==> src/hdl/wua_pkg.sv <==
package wua_pkg;

    localparam int LIMB_W  = 32;
    localparam int WORD_W  = 3 * LIMB_W;
    localparam int SHIFT_W = 8;
    localparam int SUM_W   = 8;

    typedef enum logic [2:0] {
        ACT_LESS      = 3'd0,
        ACT_EQUAL     = 3'd1,
        ACT_ADD_SAT   = 3'd2,
        ACT_ADD_WRAP  = 3'd3,
        ACT_SUB_FLOOR = 3'd4,
        ACT_SOFT_THR  = 3'd5,
        ACT_SHIFT_R   = 3'd6,
        ACT_CHECKSUM  = 3'd7
    } action_t;

    typedef logic [WORD_W-1:0] word_t;

endpackage

==> src/hdl/wua_alu.sv <==
module wua_alu
(
    input  wua_pkg::action_t             action,
    input  wua_pkg::word_t               a,
    input  wua_pkg::word_t               b,
    input  logic [wua_pkg::SHIFT_W-1:0]  shift_amount,
    output wua_pkg::word_t               result,
    output logic                         compare_flag
);
    import wua_pkg::*;

    logic              sub_mode;
    logic [WORD_W:0]   sum;
    logic              carry;
    logic              a_eq_b;
    word_t             shifted;
    logic [SUM_W-1:0]  check_byte;

    // One shared adder: a + b for adds, a + ~b + 1 for compare and subtract.
    assign sub_mode = (action != ACT_ADD_SAT) && (action != ACT_ADD_WRAP);
    assign sum      = {1'b0, a} + {1'b0, (sub_mode ? ~b : b)} + (WORD_W+1)'(sub_mode);
    // Add: carry means overflow. Subtract: carry means no borrow, a >= b.
    assign carry    = sum[WORD_W];
    assign a_eq_b   = (a == b);

    // Distances of 32 and above flush the word.
    assign shifted = (shift_amount[SHIFT_W-1:5] != '0) ? '0 : (a >> shift_amount[4:0]);

    // Only the low byte survives, so weigh the low byte of each limb.
    assign check_byte = {a[2*LIMB_W +: SUM_W-1], 1'b0}
                      + a[LIMB_W +: SUM_W]
                      + {a[LIMB_W +: SUM_W-1], 1'b0}
                      + {a[0 +: SUM_W-2], 2'b00};

    always_comb
    begin
        result       = '0;
        compare_flag = 1'b0;
        case (action)
            ACT_LESS:      compare_flag = ~carry;
            ACT_EQUAL:     compare_flag = a_eq_b;
            ACT_ADD_SAT:   result = carry ? '1 : sum[WORD_W-1:0];
            ACT_ADD_WRAP:  result = sum[WORD_W-1:0];
            ACT_SUB_FLOOR: result = carry ? sum[WORD_W-1:0] : '0;
            ACT_SOFT_THR:  result = (carry && !a_eq_b) ? sum[WORD_W-1:0] : '0;
            ACT_SHIFT_R:   result = shifted;
            ACT_CHECKSUM:  result = WORD_W'(check_byte);
            default:       result = '0;
        endcase
    end

endmodule

==> src/hdl/wide_unsigned_saturating_alu.sv <==
// 96-bit unsigned ALU (compare, saturating/wrapping add, clamped subtract,
// soft threshold, logical right shift, checksum byte) on three 32-bit limbs,
// high limb first. Two register stages: an accepted beat is captured in the
// input register, passes one 97-bit shared adder and its selection logic,
// and lands in the result register, which offers it on the outputs. One beat
// is accepted every cycle while in_ready is high; in_ready drops only when
// both stages hold beats and out_ready is low. No state survives between
// beats and reset only clears the valid flags.
module wide_unsigned_saturating_alu
(
    input  logic                         clk,
    input  logic                         rst_n,
    input  logic                         in_valid,
    output logic                         in_ready,
    input  logic [2:0]                   action,
    input  logic [wua_pkg::LIMB_W-1:0]   a_high,
    input  logic [wua_pkg::LIMB_W-1:0]   a_middle,
    input  logic [wua_pkg::LIMB_W-1:0]   a_low,
    input  logic [wua_pkg::LIMB_W-1:0]   b_high,
    input  logic [wua_pkg::LIMB_W-1:0]   b_middle,
    input  logic [wua_pkg::LIMB_W-1:0]   b_low,
    input  logic [wua_pkg::SHIFT_W-1:0]  shift_amount,
    output logic                         out_valid,
    input  logic                         out_ready,
    output logic [wua_pkg::LIMB_W-1:0]   result_high,
    output logic [wua_pkg::LIMB_W-1:0]   result_middle,
    output logic [wua_pkg::LIMB_W-1:0]   result_low,
    output logic                         compare_flag
);
    import wua_pkg::*;

    logic                in_valid_reg;
    action_t             action_reg;
    word_t               a_reg;
    word_t               b_reg;
    logic [SHIFT_W-1:0]  shift_reg;

    logic                out_valid_reg;
    word_t               result_reg;
    logic                flag_reg;

    word_t               result_next;
    logic                flag_next;
    logic                out_load;
    logic                in_load;

    // Result stage takes a new beat when empty or being drained.
    assign out_load = !out_valid_reg || out_ready;
    assign in_ready = !in_valid_reg || out_load;
    assign in_load  = in_valid && in_ready;

    always_ff @(posedge clk or negedge rst_n)
    begin
        if (!rst_n)
        begin
            in_valid_reg  <= 1'b0;
            out_valid_reg <= 1'b0;
        end
        else
        begin
            if (in_ready)
                in_valid_reg <= in_valid;
            if (out_load)
                out_valid_reg <= in_valid_reg;
        end
    end

    always_ff @(posedge clk)
    begin
        if (in_load)
        begin
            action_reg <= action_t'(action);
            a_reg      <= {a_high, a_middle, a_low};
            b_reg      <= {b_high, b_middle, b_low};
            shift_reg  <= shift_amount;
        end
        if (out_load && in_valid_reg)
        begin
            result_reg <= result_next;
            flag_reg   <= flag_next;
        end
    end

    wua_alu u_alu
    (
        .action       (action_reg),
        .a            (a_reg),
        .b            (b_reg),
        .shift_amount (shift_reg),
        .result       (result_next),
        .compare_flag (flag_next)
    );

    assign out_valid     = out_valid_reg;
    assign result_high   = result_reg[2*LIMB_W +: LIMB_W];
    assign result_middle = result_reg[LIMB_W +: LIMB_W];
    assign result_low    = result_reg[0 +: LIMB_W];
    assign compare_flag  = flag_reg;

endmodule

==> config.mk <==
export PLATFORM = sky130hd
export DESIGN_NAME = wide_unsigned_saturating_alu
export DESIGN_NICKNAME = d
export VERILOG_FILES = /design/src/hdl/wua_pkg.sv /design/src/hdl/wua_alu.sv /design/src/hdl/wide_unsigned_saturating_alu.sv
export SDC_FILE = /design/constraint.sdc
export NUM_CORES = 1
export LEC_CHECK = 0
export BUFFER_PORTS_ARGS = -buffer_cell sky130_fd_sc_hd__buf_2
export CAP_MARGIN = 20
export CORE_ASPECT_RATIO = 1.2
export CORE_MARGIN = 2
export CORE_UTILIZATION = 40
export CTS_BUF_LIST = sky130_fd_sc_hd__clkbuf_16
export DETAILED_ROUTE_END_ITERATION = 7
export GPL_TIMING_DRIVEN = 0
export SETUP_SLACK_MARGIN = 0.5
export SLEW_MARGIN = 20
export SYNTH_ARGS = -nofsm -noshare
export SYNTH_HDL_FRONTEND = slang
export SYNTH_SLANG_ARGS = --single-unit
==> constraint.sdc <==
create_clock -name clk -period 7.8 [get_ports clk]
set_clock_uncertainty 0.2 [all_clocks]
set_input_delay 1.56 -clock clk [delete_from_list [all_inputs] [get_ports clk]]
set_output_delay 1.56 -clock clk [all_outputs]
set_load 0.005 [all_outputs]
==> impl_summary.md <==
Floorplan
The die outline height is 271 microns. The die width is ~230 microns. The core region area is 0.0592 sq mm. The die covers 0.0615 sq mm. The number of placement rows is 98. Pin placement for this block handled ~310 I/O pins. For this configuration, the core starts out at a cell density of 0.402.

Synthesis
In this run, synthesis inferred 300 flip-flops with an integrated enable. The count of mapped cells out of synthesis is roughly 2400. The mean instance size in the synthesized netlist is 9.96 sq um. The number of warnings printed during yosys synthesis is 0. Of the synthesized area, sequential elements account for 0.380. In the synthesized netlist the dominant register cell turns out to be sky130_fd_sc_hd__edfxtp_1. Of all cell types, the one taking the most synthesized area is sky130_fd_sc_hd__edfxtp_1. The area share of the largest cell type after synthesis is 0.378. When the netlist entered floorplanning its net count stood at about 2700. In the synthesized netlist the async set-or-reset flop fraction comes to 0.00662. Sorting the synthesized cells by area gives the leading types as sky130_fd_sc_hd__edfxtp_1, sky130_fd_sc_hd__mux4_2, sky130_fd_sc_hd__xnor2_1. The synthesized netlist contains 80 unique library cells. Synthesis inferred 302 register bits. The post-synth design cell area is 0.0238 sq mm.

Setup path
The biggest fanout along the worst timing path is 10. In this run the critical register-to-register path is launched from action_reg[1]$_DFFE_PP_. The launching element type of the critical path is a register. At the worst endpoint, the arrival time is 7.61 ns.

The worst register-to-register path ends at result_reg[67]$_DFFE_PP_. STA classifies the critical path endpoint as a register. For flop-to-flop paths, the worst setup slack is 0.39 ns. The number of cells on the worst reg-to-reg path is 20.

The critical path class is reg2reg. At the worst endpoint, the required time is 8.00 ns.

Detailed routing
The count of vias placed by the detailed router is 22300. The detailed router finished its first iteration with 2696 violations. The remaining antenna violation count after routing is 0.

The DRC violation count after routing is 0. In the final routed layout, each cell accounts on average for between 30 and 40 microns. The total length of routed wires is 120000 microns. The vias per cell is 6.28. The number of optimization iterations in the first detailed-route pass is 6.

Hold path
The number of cells on the worst hold path is 1. The worst min-delay path category is reg2reg. The source of the worst hold timing path is in_valid_reg$_DFFE_PN0N_.

The end of the worst hold path is out_valid$_DFFE_PN0P_.

Pwr
The standby leakage power is 10.8 nW. The highest ir drop seen on vdd is around 0.00021 V. Power spread over the standard cell area amounts to ~220 mW/mm^2.

CTS
The CTS root buffer is sky130_fd_sc_hd__clkbuf_16. The clock-pin slew on the worst setup and hold paths is 0.07 ns. Clock tree synthesis inserted a total of 30 buffers. The maximum clock path buffer count is 3. The number of buffers added for setup after CTS is 0. The number of levels in the clock H-tree is 1.

The clock net sink count is approximately 300. The worst-skew pair later-pin latency is 0.62 ns. In this run, post-CTS hold repair placed 0 buffers. The TritonCTS clock tree is built.

Timing
The worst pin sits at a relative slew slack of 0.163. The clock period minus worst slack is 7.41 ns. Setup repair after global routing could not meet its margin everywhere. The actual slew at the worst max-slew pin is ~1.3 ns.

Hold is met by 0.309 ns. The number of max-slew violations in the final report is 0. Setup violations remaining at the end of the flow were counted as 0. The highest achievable clock rate is 135 MHz.

The final hold violation count was 0. The final worst-path cycle share is 0.950.

Place
The placer congestion estimate is about 1.0. The count of port buffers added during placement is 305. The half-perimeter wire length of the detailed placement result is 97300 microns. The standard cell area after detailed placement is about 0.027 sq mm.

Final layout
The area growth from synthesis to layout is 15.9%. The library cell used most frequently in the layout, excluding fill and tap cells, is sky130_fd_sc_hd__buf_2. For this run, the post-layout net count is 3065. In the layout the commonest cells are sky130_fd_sc_hd__buf_2, sky130_fd_sc_hd__nand2_1, sky130_fd_sc_hd__edfxtp_1. The repair_antennas step left the layout with diodes totalling 0. Summing all non-filler instances in the final layout gives an area of 0.0276 sq mm. After filler insertion, the fill cell instance count of the layout stands at 5640. The share of post-route cells with drive strength above 1 is 0.201.

Global routing
Across every metal layer, demand over resource in global routing totals 0.382. The first-pass GRT wire length is 163000 microns. The number of global-route vias before repair came to 21500. The final global-route overflow total is 0. The number of antenna violations at the first check in global routing is 2. Entering global routing, the biggest net connects between 60 and 70 pins.

Status
The run finished with clean final reports.

Job
Max-cap violations in this run came to 0.
[worst max path at each step]
| stage | startpoint | end | slack [ns] | cells after the start |
|---|---|---|---|---|
| after CTS | action_reg[1]$_DFFE_PP_ | result_reg[67]$_DFFE_PP_ | 0.51 | 21 |
| after detailed placement | action_reg[1]$_DFFE_PP_ | result_reg[67]$_DFFE_PP_ | -0.09 | 20 |
| after floorplan | out_ready | a_reg[0]$_DFFE_PP_ | 0.64 | 2 |
| after global routing | action_reg[1]$_DFFE_PP_ | result_reg[67]$_DFFE_PP_ | 0.44 | 20 |
| final | action_reg[1]$_DFFE_PP_ | result_reg[67]$_DFFE_PP_ | 0.39 | 20 |
| after global placement | out_ready | a_reg[27]$_DFFE_PP_ | -1.22 | 3 |
[metal layers]
metal	vias up	GRT usage	routed length, microns
met4	2	0.219	8360
met3	287	0.0817	11100
li1	9611	-	-
met5	-	0	13
met2	1407	0.578	52300
met1	11000	0.504	48000
[what timing repair did]
action                                  4_1_cts  5_1_grt
gates resized for setup                      10        6
pin swaps                                     0        0
endpoints found under the setup margin       95       68
[cell usage after synthesis, drive strengths merged (6+ instances only)]
library cell,instances
nand2,316
edfxtp,300
nor2,213
xnor2,182
a21oi,181
o21ai,167
ha,110
clkbuf,93
xor2,87
mux4,82
mux2i,75
o22ai,72
a21o,51
inv,51
buf,46
nand4,44
mux2,30
nor3,22
o21bai,20
nand3,18
nor4,17
a31oi,16
fa,13
nand2b,13
nor2b,13
a211oi,12
and2,11
o21a,11
o221ai,10
a221oi,8
and3,7
o31ai,7
or3,7
a211o,6
[report_power, final]
group	internal (mW)	switching, mW	leakage, nW
clock network	0.885	0.651	0.504
logic	0.821	1.45	7.41
registers	1.98	0.172	2.94
[kinds of logic (layout without fill, tap and decap cells)]
family                     count (synthesis)  after routing  share of synthesized area
and+or+nand+nor                          700            700                      0.128
AOI/OAI and AO/OA                        621            621                      0.169
DFF                                      302            302                      0.380
xor gates and xnor gates                 269            269                     0.0989
buffers and inverters                    190            557                     0.0319
muxes                                    187            187                      0.123
adders and majority gates                123            123                     0.0687
[area by class of cell]
type	instances	area (sq um)	share of cell area
Multi-Input combinational cell	1900	14100	0.509
Inverter	51	191	0.00693
Clock buffer	31	776	0.0281
Buffer	139	603	0.0218
Clock inverter	25	264	0.00956
Sequential cell	302	9060	0.328
Timing Repair Buffer	311	1660	0.0601
Tap cell	800	1000	0.0362
[through the flow]
stage,power [mW],TNS (ns),setup WS [ns],util,cells
after global routing,6.16,0,0.435,0.466,3559
after floorplan,3.50,0,0.639,-,2392
after global placement,4.37,-275.20,-1.22,0.445,3497
final,5.96,0,0.394,0.466,3559
after detailed placement,4.36,-0.372,-0.0858,0.448,3503
after CTS,5.90,0,0.513,0.466,3559
[worst max-delay path: stages, from the launching register on]
cell	delay [ns]
sky130_fd_sc_hd__edfxtp_1	0.51
sky130_fd_sc_hd__nor2b_1	0.17
sky130_fd_sc_hd__clkbuf_1	0.17
sky130_fd_sc_hd__clkbuf_4	0.40
sky130_fd_sc_hd__clkbuf_4	0.42
sky130_fd_sc_hd__xnor2_1	0.14
sky130_fd_sc_hd__ha_1	0.42
sky130_fd_sc_hd__nand2_1	0.08
sky130_fd_sc_hd__o21ai_0	0.32
sky130_fd_sc_hd__a32oi_2	0.25
sky130_fd_sc_hd__o41ai_4	0.59
sky130_fd_sc_hd__and4_1	0.43
sky130_fd_sc_hd__o211ai_2	0.28
sky130_fd_sc_hd__a2111o_1	0.57
sky130_fd_sc_hd__a2111oi_4	0.47
sky130_fd_sc_hd__o22ai_1	0.21
sky130_fd_sc_hd__nor3_2	0.27
sky130_fd_sc_hd__buf_4	0.37
sky130_fd_sc_hd__buf_2	0.47
sky130_fd_sc_hd__a21oi_1	0.19
sky130_fd_sc_hd__o21ai_0	0.23
No activity file was read; power rests on OpenSTA's default activity.
